## src/rtl/fmd_pkg.sv

```systemverilog
// ----------------------------------------------------------------------------
// fmd_pkg
// Shared constants, types and helpers of the FM I/Q discriminator.
// ----------------------------------------------------------------------------
package fmd_pkg;

    localparam int PAIRS_PER_SAMPLE  = 8;
    localparam int ANGLES_PER_OUTPUT = 8;
    localparam int ANGLE_FRAC_BITS   = 16;

    localparam int ACC_W      = 8 + $clog2(PAIRS_PER_SAMPLE);
    // sum of two products can reach +2^(2*ACC_W-1), one bit above a single product
    localparam int XY_W       = 2 * ACC_W + 1;
    localparam int QUO_W      = ANGLE_FRAC_BITS + 1;
    localparam int SUM_W      = ANGLE_FRAC_BITS + 2 + $clog2(ANGLES_PER_OUTPUT);
    localparam int PAIR_CNT_W = (PAIRS_PER_SAMPLE > 1) ? $clog2(PAIRS_PER_SAMPLE) : 1;
    localparam int ANG_CNT_W  = (ANGLES_PER_OUTPUT > 1) ? $clog2(ANGLES_PER_OUTPUT) : 1;
    localparam int DIV_CNT_W  = $clog2(QUO_W);
    localparam int MUL_W      = 32;
    localparam int PROD_W     = 2 * MUL_W;
    localparam int ADDR_W     = 3;

    localparam logic signed [MUL_W-1:0] COEF_K1  = 32'sd341782638;
    localparam logic signed [MUL_W-1:0] COEF_K3  = -32'sd111975772;
    localparam logic signed [MUL_W-1:0] COEF_K5  = 32'sd54450835;
    localparam logic signed [MUL_W-1:0] COEF_K7  = -32'sd15891687;
    localparam logic signed [MUL_W-1:0] Q30_ONE  = 32'sd1073741824;
    localparam logic signed [MUL_W-1:0] Q30_HALF = 32'sd536870912;

    localparam logic [15:0] VOLUME_RESET = 16'd4096;
    localparam logic [0:0]  REG_VOLUME   = 1'b0;

    typedef enum logic [4:0] {
        ST_IDLE, ST_XY1, ST_XY2, ST_XY3, ST_XY4, ST_XY5, ST_ABS, ST_DIV,
        ST_SQ, ST_SQR, ST_M1, ST_A1, ST_M2, ST_A2, ST_M3, ST_A3, ST_M4, ST_A4,
        ST_M5, ST_A5, ST_FOLD, ST_ACC, ST_AUDM, ST_OUT
    } fmd_state_t;

    typedef enum logic [4:0] {
        OP_NONE, OP_PAIR, OP_XY1, OP_XY2, OP_XY3, OP_XY4, OP_XY5, OP_ABS, OP_DIV,
        OP_SQ, OP_SQR, OP_M1, OP_A1, OP_M2, OP_A2, OP_M3, OP_A3, OP_M4, OP_A4,
        OP_M5, OP_A5, OP_FOLD, OP_ACC, OP_AUDM, OP_OUT
    } fmd_op_t;

    typedef struct packed {
        fmd_op_t op;
        logic    last_pair;
    } fmd_cmd_t;

    typedef struct packed {
        logic out_free;
    } fmd_status_t;

    // divide by 2^sh, truncating toward zero
    function automatic logic signed [PROD_W-1:0] div_pow2(
        input logic signed [PROD_W-1:0] v,
        input int                       sh
    );
        logic signed [PROD_W-1:0] bias;
        logic signed [PROD_W-1:0] t;
        bias = (PROD_W'(1) <<< sh) - PROD_W'(1);
        t    = v + (v[PROD_W-1] ? bias : '0);
        return t >>> sh;
    endfunction

endpackage

```

## src/rtl/fmd_ctrl.sv

```systemverilog
// ----------------------------------------------------------------------------
// fmd_ctrl
// Sequencer: counts pairs and angles and steps the datapath through one angle.
// ----------------------------------------------------------------------------
module fmd_ctrl (
    input  logic                aclk,
    input  logic                aresetn,
    input  logic                s_valid,
    output logic                s_ready,
    input  fmd_pkg::fmd_status_t status,
    output fmd_pkg::fmd_cmd_t    cmd
);

    fmd_pkg::fmd_state_t                  state_reg, state_next;
    logic [fmd_pkg::PAIR_CNT_W-1:0]       pair_cnt_reg, pair_cnt_next;
    logic [fmd_pkg::ANG_CNT_W-1:0]        ang_cnt_reg, ang_cnt_next;
    logic [fmd_pkg::DIV_CNT_W-1:0]        div_cnt_reg, div_cnt_next;
    logic                                 last_pair;
    logic                                 last_angle;
    logic                                 last_div;

    assign last_pair  = pair_cnt_reg == fmd_pkg::PAIR_CNT_W'(fmd_pkg::PAIRS_PER_SAMPLE - 1);
    assign last_angle = ang_cnt_reg == fmd_pkg::ANG_CNT_W'(fmd_pkg::ANGLES_PER_OUTPUT - 1);
    assign last_div   = div_cnt_reg == fmd_pkg::DIV_CNT_W'(fmd_pkg::QUO_W - 1);

    always_ff @(posedge aclk) begin
        if (!aresetn) begin
            state_reg    <= fmd_pkg::ST_IDLE;
            pair_cnt_reg <= '0;
            ang_cnt_reg  <= '0;
            div_cnt_reg  <= '0;
        end else begin
            state_reg    <= state_next;
            pair_cnt_reg <= pair_cnt_next;
            ang_cnt_reg  <= ang_cnt_next;
            div_cnt_reg  <= div_cnt_next;
        end
    end

    always_comb begin
        state_next    = state_reg;
        pair_cnt_next = pair_cnt_reg;
        ang_cnt_next  = ang_cnt_reg;
        div_cnt_next  = div_cnt_reg;
        cmd.op        = fmd_pkg::OP_NONE;
        cmd.last_pair = last_pair;
        s_ready       = 1'b0;
        unique case (state_reg)
            fmd_pkg::ST_IDLE: begin
                s_ready = 1'b1;
                if (s_valid) begin
                    cmd.op = fmd_pkg::OP_PAIR;
                    if (last_pair) begin
                        pair_cnt_next = '0;
                        state_next    = fmd_pkg::ST_XY1;
                    end else begin
                        pair_cnt_next = pair_cnt_reg + 1'b1;
                    end
                end
            end
            fmd_pkg::ST_XY1: begin cmd.op = fmd_pkg::OP_XY1; state_next = fmd_pkg::ST_XY2; end
            fmd_pkg::ST_XY2: begin cmd.op = fmd_pkg::OP_XY2; state_next = fmd_pkg::ST_XY3; end
            fmd_pkg::ST_XY3: begin cmd.op = fmd_pkg::OP_XY3; state_next = fmd_pkg::ST_XY4; end
            fmd_pkg::ST_XY4: begin cmd.op = fmd_pkg::OP_XY4; state_next = fmd_pkg::ST_XY5; end
            fmd_pkg::ST_XY5: begin cmd.op = fmd_pkg::OP_XY5; state_next = fmd_pkg::ST_ABS; end
            fmd_pkg::ST_ABS: begin
                cmd.op       = fmd_pkg::OP_ABS;
                div_cnt_next = '0;
                state_next   = fmd_pkg::ST_DIV;
            end
            fmd_pkg::ST_DIV: begin
                cmd.op = fmd_pkg::OP_DIV;
                if (last_div) begin
                    state_next = fmd_pkg::ST_SQ;
                end else begin
                    div_cnt_next = div_cnt_reg + 1'b1;
                end
            end
            fmd_pkg::ST_SQ:   begin cmd.op = fmd_pkg::OP_SQ;   state_next = fmd_pkg::ST_SQR;  end
            fmd_pkg::ST_SQR:  begin cmd.op = fmd_pkg::OP_SQR;  state_next = fmd_pkg::ST_M1;   end
            fmd_pkg::ST_M1:   begin cmd.op = fmd_pkg::OP_M1;   state_next = fmd_pkg::ST_A1;   end
            fmd_pkg::ST_A1:   begin cmd.op = fmd_pkg::OP_A1;   state_next = fmd_pkg::ST_M2;   end
            fmd_pkg::ST_M2:   begin cmd.op = fmd_pkg::OP_M2;   state_next = fmd_pkg::ST_A2;   end
            fmd_pkg::ST_A2:   begin cmd.op = fmd_pkg::OP_A2;   state_next = fmd_pkg::ST_M3;   end
            fmd_pkg::ST_M3:   begin cmd.op = fmd_pkg::OP_M3;   state_next = fmd_pkg::ST_A3;   end
            fmd_pkg::ST_A3:   begin cmd.op = fmd_pkg::OP_A3;   state_next = fmd_pkg::ST_M4;   end
            fmd_pkg::ST_M4:   begin cmd.op = fmd_pkg::OP_M4;   state_next = fmd_pkg::ST_A4;   end
            fmd_pkg::ST_A4:   begin cmd.op = fmd_pkg::OP_A4;   state_next = fmd_pkg::ST_M5;   end
            fmd_pkg::ST_M5:   begin cmd.op = fmd_pkg::OP_M5;   state_next = fmd_pkg::ST_A5;   end
            fmd_pkg::ST_A5:   begin cmd.op = fmd_pkg::OP_A5;   state_next = fmd_pkg::ST_FOLD; end
            fmd_pkg::ST_FOLD: begin cmd.op = fmd_pkg::OP_FOLD; state_next = fmd_pkg::ST_ACC;  end
            fmd_pkg::ST_ACC: begin
                cmd.op = fmd_pkg::OP_ACC;
                if (last_angle) begin
                    ang_cnt_next = '0;
                    state_next   = fmd_pkg::ST_AUDM;
                end else begin
                    ang_cnt_next = ang_cnt_reg + 1'b1;
                    state_next   = fmd_pkg::ST_IDLE;
                end
            end
            fmd_pkg::ST_AUDM: begin cmd.op = fmd_pkg::OP_AUDM; state_next = fmd_pkg::ST_OUT; end
            fmd_pkg::ST_OUT: begin
                // hold until the output register is free
                if (status.out_free) begin
                    cmd.op     = fmd_pkg::OP_OUT;
                    state_next = fmd_pkg::ST_IDLE;
                end
            end
            default: state_next = fmd_pkg::ST_IDLE;
        endcase
    end

    a_pair_starts_angle: assert property (@(posedge aclk) disable iff (!aresetn)
        (state_reg == fmd_pkg::ST_IDLE && s_valid && last_pair)
        |=> (state_reg == fmd_pkg::ST_XY1 && pair_cnt_reg == '0))
        else $error("last pair did not start the angle sequence");

    a_div_ends: assert property (@(posedge aclk) disable iff (!aresetn)
        (state_reg == fmd_pkg::ST_DIV && last_div) |=> state_reg == fmd_pkg::ST_SQ)
        else $error("divider did not finish after all quotient bits");

    a_busy_not_ready: assert property (@(posedge aclk) disable iff (!aresetn)
        (state_reg != fmd_pkg::ST_IDLE) |-> !s_ready)
        else $error("input taken while an angle is in progress");

    a_acc_return: assert property (@(posedge aclk) disable iff (!aresetn)
        (state_reg == fmd_pkg::ST_ACC && !last_angle) |=> state_reg == fmd_pkg::ST_IDLE)
        else $error("angle accumulate did not return to idle");

endmodule

```

## src/rtl/fmd_dp.sv

```systemverilog
// ----------------------------------------------------------------------------
// fmd_dp
// Datapath: pair sums, conjugate product, radix-2 divider, arctangent
// polynomial on a shared multiplier, angle sum and output register.
// ----------------------------------------------------------------------------
module fmd_dp (
    input  logic                      aclk,
    input  logic                      aresetn,
    input  fmd_pkg::fmd_cmd_t         cmd,
    output fmd_pkg::fmd_status_t      status,
    input  logic [7:0]                s_i_sample,
    input  logic [7:0]                s_q_sample,
    input  logic [15:0]               volume,
    output logic                      m_valid,
    input  logic                      m_ready,
    output logic signed [15:0]        m_audio_sample
);

    localparam int F = fmd_pkg::ANGLE_FRAC_BITS;
    localparam int XW = fmd_pkg::XY_W;
    localparam int MW = fmd_pkg::MUL_W;
    localparam int PW = fmd_pkg::PROD_W;

    logic signed [fmd_pkg::ACC_W-1:0] i_acc_reg, q_acc_reg;
    logic signed [fmd_pkg::ACC_W-1:0] cur_i_reg, cur_q_reg;
    logic signed [fmd_pkg::ACC_W-1:0] prev_i_reg, prev_q_reg;
    logic signed [XW-1:0]             t_reg, x_reg, y_reg;
    logic [XW-1:0]                    mx_reg;
    logic [XW:0]                      rem_reg;
    logic [fmd_pkg::QUO_W-1:0]        quo_reg;
    logic                             x_neg_reg, y_neg_reg, swap_reg, zero_reg;
    logic signed [PW-1:0]             prod_reg;
    logic signed [MW-1:0]             dq_reg, s_reg, p_reg, a_reg;
    logic signed [fmd_pkg::SUM_W-1:0] angle_sum_reg;
    logic                             m_valid_reg;
    logic signed [15:0]               audio_reg;

    logic signed [8:0]                i_ctr, q_ctr;
    logic signed [fmd_pkg::ACC_W-1:0] i_sum, q_sum;
    logic signed [MW-1:0]             mul_a, mul_b;
    logic signed [PW-1:0]             mul_p;
    logic signed [PW-1:0]             prod_q30;
    logic signed [XW-1:0]             x_new;
    logic [XW-1:0]                    ax, ay;
    logic                             rem_ge;
    logic [XW:0]                      rem_sub;
    logic signed [MW-1:0]             dq_new;
    logic signed [MW-1:0]             f1, f2, f3;
    logic signed [PW-1:0]             angle;
    logic signed [PW-1:0]             audio_full;
    logic signed [15:0]               audio_sat;

    assign i_ctr = $signed({1'b0, s_i_sample}) - 9'sd128;
    assign q_ctr = $signed({1'b0, s_q_sample}) - 9'sd128;
    assign i_sum = i_acc_reg + fmd_pkg::ACC_W'(i_ctr);
    assign q_sum = q_acc_reg + fmd_pkg::ACC_W'(q_ctr);

    assign prod_q30 = fmd_pkg::div_pow2(prod_reg, 30);
    assign x_new    = t_reg + prod_reg[XW-1:0];
    assign ax       = x_reg[XW-1] ? XW'(-x_reg) : x_reg;
    assign ay       = y_reg[XW-1] ? XW'(-y_reg) : y_reg;
    assign rem_ge   = rem_reg >= {1'b0, mx_reg};
    assign rem_sub  = rem_ge ? (rem_reg - {1'b0, mx_reg}) : rem_reg;
    assign dq_new   = MW'(quo_reg) <<< (30 - F);

    // octant unfold
    assign f1 = swap_reg  ? (fmd_pkg::Q30_HALF - a_reg) : a_reg;
    assign f2 = x_neg_reg ? (fmd_pkg::Q30_ONE - f1) : f1;
    assign f3 = zero_reg ? '0 : (y_neg_reg ? -f2 : f2);
    assign angle = fmd_pkg::div_pow2(PW'(a_reg), 30 - F);

    assign audio_full = fmd_pkg::div_pow2(prod_reg, F);
    always_comb begin
        if (audio_full > 64'sd32767) begin
            audio_sat = 16'sh7fff;
        end else if (audio_full < -64'sd32768) begin
            audio_sat = -16'sd32768;
        end else begin
            audio_sat = audio_full[15:0];
        end
    end

    // shared multiplier operand select
    always_comb begin
        mul_a = '0;
        mul_b = '0;
        unique case (cmd.op)
            fmd_pkg::OP_XY1: begin mul_a = MW'(prev_i_reg); mul_b = MW'(cur_q_reg); end
            fmd_pkg::OP_XY2: begin mul_a = MW'(prev_q_reg); mul_b = MW'(cur_i_reg); end
            fmd_pkg::OP_XY3: begin mul_a = MW'(prev_i_reg); mul_b = MW'(cur_i_reg); end
            fmd_pkg::OP_XY4: begin mul_a = MW'(prev_q_reg); mul_b = MW'(cur_q_reg); end
            fmd_pkg::OP_SQ:  begin mul_a = dq_new;          mul_b = dq_new;         end
            fmd_pkg::OP_M1:  begin mul_a = fmd_pkg::COEF_K7; mul_b = s_reg;         end
            fmd_pkg::OP_M2:  begin mul_a = p_reg;           mul_b = s_reg;          end
            fmd_pkg::OP_M3:  begin mul_a = p_reg;           mul_b = dq_reg;         end
            fmd_pkg::OP_M4:  begin mul_a = p_reg;           mul_b = s_reg;          end
            fmd_pkg::OP_M5:  begin mul_a = fmd_pkg::COEF_K1; mul_b = dq_reg;        end
            fmd_pkg::OP_AUDM: begin
                mul_a = MW'(angle_sum_reg);
                mul_b = MW'({1'b0, volume});
            end
            default: begin mul_a = '0; mul_b = '0; end
        endcase
    end
    assign mul_p = mul_a * mul_b;

    always_ff @(posedge aclk) begin
        if (!aresetn) begin
            i_acc_reg     <= '0;
            q_acc_reg     <= '0;
            prev_i_reg    <= '0;
            prev_q_reg    <= '0;
            angle_sum_reg <= '0;
            m_valid_reg   <= 1'b0;
        end else begin
            if (cmd.op == fmd_pkg::OP_OUT) begin
                m_valid_reg <= 1'b1;
            end else if (m_valid_reg && m_ready) begin
                m_valid_reg <= 1'b0;
            end
            unique case (cmd.op)
                fmd_pkg::OP_PAIR: begin
                    if (cmd.last_pair) begin
                        cur_i_reg <= i_sum;
                        cur_q_reg <= q_sum;
                        i_acc_reg <= '0;
                        q_acc_reg <= '0;
                    end else begin
                        i_acc_reg <= i_sum;
                        q_acc_reg <= q_sum;
                    end
                end
                fmd_pkg::OP_XY1: prod_reg <= mul_p;
                fmd_pkg::OP_XY2: begin
                    t_reg    <= prod_reg[XW-1:0];
                    prod_reg <= mul_p;
                end
                fmd_pkg::OP_XY3: begin
                    y_reg    <= t_reg - prod_reg[XW-1:0];
                    prod_reg <= mul_p;
                end
                fmd_pkg::OP_XY4: begin
                    t_reg    <= prod_reg[XW-1:0];
                    prod_reg <= mul_p;
                end
                fmd_pkg::OP_XY5: begin
                    x_reg      <= x_new;
                    prev_i_reg <= cur_i_reg;
                    prev_q_reg <= cur_q_reg;
                end
                fmd_pkg::OP_ABS: begin
                    x_neg_reg <= x_reg[XW-1];
                    y_neg_reg <= y_reg[XW-1];
                    swap_reg  <= ay > ax;
                    mx_reg    <= (ay > ax) ? ay : ax;
                    rem_reg   <= {1'b0, ((ay > ax) ? ax : ay)};
                    zero_reg  <= (ax == '0) && (ay == '0);
                    quo_reg   <= '0;
                end
                fmd_pkg::OP_DIV: begin
                    quo_reg <= {quo_reg[fmd_pkg::QUO_W-2:0], rem_ge};
                    rem_reg <= {rem_sub[XW-1:0], 1'b0};
                end
                fmd_pkg::OP_SQ: begin
                    dq_reg   <= dq_new;
                    prod_reg <= mul_p;
                end
                fmd_pkg::OP_SQR: s_reg <= prod_reg[30 +: MW];
                fmd_pkg::OP_M1:  prod_reg <= mul_p;
                fmd_pkg::OP_A1:  p_reg <= MW'(prod_q30) + fmd_pkg::COEF_K5;
                fmd_pkg::OP_M2:  prod_reg <= mul_p;
                fmd_pkg::OP_A2:  p_reg <= MW'(prod_q30) + fmd_pkg::COEF_K3;
                fmd_pkg::OP_M3:  prod_reg <= mul_p;
                fmd_pkg::OP_A3:  p_reg <= MW'(prod_q30);
                fmd_pkg::OP_M4:  prod_reg <= mul_p;
                fmd_pkg::OP_A4:  p_reg <= MW'(prod_q30);
                fmd_pkg::OP_M5:  prod_reg <= mul_p;
                fmd_pkg::OP_A5:  a_reg <= p_reg + MW'(prod_q30);
                fmd_pkg::OP_FOLD: a_reg <= f3;
                fmd_pkg::OP_ACC: angle_sum_reg <= angle_sum_reg + fmd_pkg::SUM_W'(angle);
                fmd_pkg::OP_AUDM: prod_reg <= mul_p;
                fmd_pkg::OP_OUT: begin
                    audio_reg     <= audio_sat;
                    angle_sum_reg <= '0;
                end
                default: ;
            endcase
        end
    end

    assign status.out_free = !m_valid_reg || m_ready;
    assign m_valid         = m_valid_reg;
    assign m_audio_sample  = audio_reg;

endmodule

```

## src/rtl/fm_iq_discriminator_top.sv

```systemverilog
// ----------------------------------------------------------------------------
// fm_iq_discriminator_top
// FM quadrature discriminator: decimates I/Q pairs, measures phase step per
// decimated sample, sums angles into scaled 16-bit audio.
//
//   channel  direction  signals
//   s_       in         s_valid, s_ready, s_i_sample, s_q_sample
//   m_       out        m_valid, m_ready, m_audio_sample
//   apb      in/out     psel, penable, pwrite, paddr, pwdata, prdata, pready
//
// pairs are taken while idle; the pair that completes a decimated sample
// is followed by a busy sequence (products, setup, divide, polynomial,
// fold, accumulate) on the shared 32x32 multiplier and radix-2 divider;
// each output adds a volume multiply, and waits while the last result is unread
// s_ready is low while busy; reset is synchronous, volume resets to 4096, counters to zero
// ----------------------------------------------------------------------------
module fm_iq_discriminator_top (
    input  logic                        aclk,
    input  logic                        aresetn,
    input  logic                        s_valid,
    output logic                        s_ready,
    input  logic [7:0]                  s_i_sample,
    input  logic [7:0]                  s_q_sample,
    output logic                        m_valid,
    input  logic                        m_ready,
    output logic signed [15:0]          m_audio_sample,
    input  logic                        psel,
    input  logic                        penable,
    input  logic                        pwrite,
    input  logic [fmd_pkg::ADDR_W-1:0]  paddr,
    input  logic [31:0]                 pwdata,
    output logic [31:0]                 prdata,
    output logic                        pready
);

    logic [15:0]          volume_reg;
    logic [0:0]           reg_index;
    fmd_pkg::fmd_cmd_t    cmd;
    fmd_pkg::fmd_status_t status;

    assign reg_index = paddr[fmd_pkg::ADDR_W-1:2];
    assign pready    = 1'b1;
    assign prdata    = (reg_index == fmd_pkg::REG_VOLUME) ? {16'd0, volume_reg} : 32'd0;

    always_ff @(posedge aclk) begin
        if (!aresetn) begin
            volume_reg <= fmd_pkg::VOLUME_RESET;
        end else if (psel && penable && pwrite && reg_index == fmd_pkg::REG_VOLUME) begin
            volume_reg <= pwdata[15:0];
        end
    end

    fmd_ctrl u_ctrl (
        .aclk    (aclk),
        .aresetn (aresetn),
        .s_valid (s_valid),
        .s_ready (s_ready),
        .status  (status),
        .cmd     (cmd)
    );

    fmd_dp u_dp (
        .aclk           (aclk),
        .aresetn        (aresetn),
        .cmd            (cmd),
        .status         (status),
        .s_i_sample     (s_i_sample),
        .s_q_sample     (s_q_sample),
        .volume         (volume_reg),
        .m_valid        (m_valid),
        .m_ready        (m_ready),
        .m_audio_sample (m_audio_sample)
    );

endmodule

```

## config.mk

```make
export PLATFORM = sky130hd
export DESIGN_NAME = fm_iq_discriminator_top
export DESIGN_NICKNAME = d
export VERILOG_FILES = /design/src/rtl/fmd_pkg.sv /design/src/rtl/fmd_ctrl.sv /design/src/rtl/fmd_dp.sv /design/src/rtl/fm_iq_discriminator_top.sv
export SDC_FILE = /design/constraint.sdc
export NUM_CORES = 2
export LEC_CHECK = 0
export BUFFER_PORTS_ARGS = -buffer_cell sky130_fd_sc_hd__buf_2
export CORE_MARGIN = 4
export CORE_UTILIZATION = 35
export CTS_CLUSTER_DIAMETER = 40
export DETAILED_ROUTE_END_ITERATION = 10
export PLACE_DENSITY_LB_ADDON = 0.25
export SETUP_SLACK_MARGIN = 0.3
export SYNTH_ARGS = -nofsm -noshare
export SYNTH_HDL_FRONTEND = slang
export SYNTH_HIERARCHICAL = 1
export SYNTH_SLANG_ARGS = --single-unit
```

## constraint.sdc

```tcl
create_clock -name aclk -period 14.3 [get_ports aclk]
set_clock_uncertainty 0.1 [all_clocks]
set_input_delay 0.715 -clock aclk [delete_from_list [all_inputs] [get_ports aclk]]
set_output_delay 0.715 -clock aclk [all_outputs]
set_load 0.02 [all_outputs]
```

==> impl_summary.log <==
[metrics] Max transition margin: 0.0642
[metrics] P_leak: 33.5 nW
[metrics] Hold-fix buffers, CTS: 0
[metrics] kind of path behind the tightest hold check: in -> reg
[metrics] number of distinct library cell variants in the gate-level netlist after synthesis: roughly 100
[metrics] Avg Inst Size Synth: 9.14 um2
[metrics] Clock transition at path regs: 0.05 ns
[metrics] htree depth: 3
[metrics] via count of the first global-routing pass: 55,313
[metrics] Tcrit/Tclk final: 0.934
[metrics] switching power: between 0.0015 and 0.002 W
[metrics] Achievable Freq: 74.9 MHz
[metrics] maximum count of clock buffers along a single path: 3
[metrics] FF-to-FF Start: u_ctrl/state_reg[0]
[metrics] post-synthesis sequential element count: 450
[metrics] drt initial violations: 4,652
[metrics] VDD IR-drop max: 0.0759 mV
[metrics] power per standard cell area: about 68 nW/um2
[metrics] actual transition at the worst max-transition pin: 1.40 ns
[metrics] r2r setup slk: 0.95 ns
[metrics] clock latency on the worst-skew pair: between 0.6 and 0.7 ns
[metrics] total congestion overflow after global routing: 0
[metrics] I/O pin count: 109
[metrics] Reg power frac: 0.314
[metrics] Routed Wire Length: 228,000 um
[metrics] Post-synth EDFFs: 352
[metrics] CP top delay family: adder cells
[metrics] sum of negative setup slack: 0 ns
[metrics] die span in x: about 450 um
[metrics] largest net degree at the start of global routing: 70
[metrics] count of synthesis-stage warnings from yosys: 6
[metrics] half-perimeter wire length of the detailed placement result: approximately 190,000 um
[metrics] critical path type: reg -> reg
[metrics] dominant cell type by count on the critical path: fa_1
[metrics] post-synthesis to final-layout area growth: 10.1%
[metrics] post-DR wirelength/cell: 22.8 um
[metrics] first-pass GRT wire length: ~350,000 um
[metrics] Hold Startpoint: pwdata[7]
[metrics] slowest stage cell on the critical path: a21oi_1
[metrics] number of hold violations in the final report: 0
[metrics] sequential cell area fraction in the yosys report: 0.185
[metrics] minimum setup slack after placement: 1.15 ns
[metrics] highest cell delay on the worst timing path: between 0.9 and 1 ns
[metrics] post-CTS repair timing setup buffer count: 0
[metrics] shortest clock period the worst path allows after layout: 13.35 ns
[metrics] number of placement rows: 161
[metrics] Worst Hold Path Cells: 3
[metrics] number of buffers added by the clock tree synthesis step: 84
[metrics] via count: 53,981
[metrics] number of gates given a new drive strength after cts: 0
[metrics] height of the die: ~450 um
[metrics] final worst slack: 0.947 ns
[metrics] GR Util All Layers: 0.227
[metrics] share of the core filled with cells: 0.388
[metrics] overall die area: 201,000 um2
[metrics] internal power: 0.00327 W
[metrics] combinational group share of total power: 0.286
[metrics] # Max-Cap Violations: 0
[metrics] flip-flop count of the largest register, all copies and words added: 64
[metrics] worst-path maximum fanout: 21
[metrics] number of pins with negative max-slew slack in the final report: 0
[metrics] clock tree root buffer cell: clkbuf_16
[metrics] initial antenna violation count: 17
[metrics] effective utilization at floorplan: 0.352
[metrics] share of cells above drive strength 1: 0.0715
[metrics] remaining antenna violation count after routing: 0
[metrics] predominant post-synthesis flop cell: edfxtp_1
[metrics] status: finished clean
[metrics] portion of total power attributed to the clock network: 0.400
[metrics] core area: between 150,000 and 200,000 um2
[metrics] number of design rule violations left after detail routing: 0
[metrics] Arrival @ worst endpoint: 13.65 ns
[metrics] data required time at the worst endpoint: 14.59 ns
[metrics] last weighted congestion value of the routability-driven placer: slightly below 1
[metrics] Nets: approximately 9,000
[metrics] TritonRoute pass-1 iters: 6
[metrics] Setup crit end kind: register
[metrics] switching portion of total power: 0.355
[metrics] clock sinks: 450
[metrics] setup repair after global routing missed its margin: false
[metrics] crit path buf inv count: 5
[metrics] Synth Instances: 7,419
[metrics] r2r endpoint: u_dp/prod_reg[57]
[metrics] routed vias/inst: 5.39
[metrics] number of cells traversed by the worst register-to-register path: 36
[metrics] number of endpoints failing setup at the final stage: 0
[metrics] share of flip-flops with an asynchronous set or reset after synthesis: 0
[metrics] Min-Delay Endpoint: volume_reg[7]
[metrics] post-synthesis instance area: 67,800 um2
[metrics] startpoint kind of the worst setup timing path: register
[metrics] TritonCTS clock tree: done
[metrics] number of input and output port buffers inserted: 73
## layout make-up
type	instances	area, um2
diodes	5	12.5
inverters	1253	4700
multi-input cells	5355	49400
flip-flops and latches	450	12500
clock inverters	59	692
repair buffers	279	1930
fillers	19359	118000
clock buffers	97	2190
well taps	2526	3160
## Yosys cell counts (50+ instances only)
cell type     n  area share
nor3_1       83      0.0061
fa_1       1089        0.32
xor2_1      166       0.021
mux2i_1      78       0.012
inv_1      1252       0.069
nand2_1     884       0.049
a21oi_1     269       0.020
ha_1        399       0.074
and3_1       62      0.0057
dfxtp_1      98       0.029
and2_1       50      0.0046
nand2b_1     50      0.0046
edfxtp_1    352        0.16
clkbuf_1    334       0.018
nand3_1      84      0.0062
o21ai_0     172       0.013
nor2_1      682       0.038
xnor2_1     270       0.035
nand4_1      60      0.0055
nor2b_1      87      0.0080
a21o_1       94       0.010
## routing by layer
| metal | share of wire | routed length (um) | global-route usage | vias up |
|---|---|---|---|---|
| met5 | 0.00032 | 73 | 0 | - |
| met4 | 0.052 | 12000 | 0.103 | 12 |
| met3 | 0.078 | 17800 | 0.0427 | 512 |
| met2 | 0.45 | 104000 | 0.361 | 2030 |
| met1 | 0.41 | 94700 | 0.301 | 27401 |
| li1 | - | - | - | 24026 |
## cell usage in the layout (no fill, tap or decap), types with 81 or more instances in the layout
master and n:
edfxtp_1 352, inv_1 1252, dfxtp_1 98, nor2b_1 86
xor2_1 166, nand3_1 84, clkbuf_16 85, nor2_1 676
xnor2_1 270, ha_1 399, o21ai_0 172, a21o_1 93
a21oi_1 268, nand2_1 884, fa_1 1089, nor3_1 81
buf_4 206
## tightest hold or removal path: stages
cell and delay (ns):
buf_2 0.10, nand2_1 0.04, mux2i_1 0.05
## stage by stage
step	area [um2]	instances	hold slack (ns)	total power, W
3_5_place_dp	71800	9863	0.354	0.00303
5_1_grt	74600	10019	0.186	0.00529
2_1_floorplan	67900	7434	0.324	0.00249
4_1_cts	74600	10019	0.175	0.00509
3_3_place_gp	71800	9863	0.341	0.00302
6_report	74700	10024	0.217	0.00506
## logic make-up after synthesis
kind of cell               share of synthesized area
and+or+nand+nor                                0.146
muxes                                         0.0128
adders and majority gates                      0.395
DFF                                            0.185
AOI/OAI and AO/OA                              0.113
buffers and inverters                         0.0921
xor gates and xnor gates                      0.0566
other                                       0.000111
## worst max-delay path by stage
stage | cells past startpoint | startpoint | endpoint
floorplan | 39 | u_ctrl/state_reg[0] | u_dp/prod_reg[62]
global placement | 35 | u_ctrl/state_reg[0] | u_dp/prod_reg[62]
detailed placement | 35 | u_ctrl/state_reg[0] | u_dp/prod_reg[62]
CTS | 35 | u_ctrl/state_reg[0] | u_dp/prod_reg[62]
global route | 35 | u_ctrl/state_reg[0] | u_dp/prod_reg[62]
finish | 36 | u_ctrl/state_reg[0] | u_dp/prod_reg[57]
## power groups by stage
| stage | Clock, W | Combinational [W] | Sequential (W) |
|---|---|---|---|
| 6_report | 0.00203 | 0.00145 | 0.00159 |
| 5_1_grt | 0.00214 | 0.00157 | 0.00159 |
| 4_1_cts | 0.00207 | 0.00143 | 0.00158 |
| 3_5_place_dp | 0 | 0.00142 | 0.00161 |
| 3_3_place_gp | 0 | 0.00141 | 0.00161 |
| 2_1_floorplan | 0 | 0.000921 | 0.00157 |
Note: power is estimated with default switching activity, not from simulation.
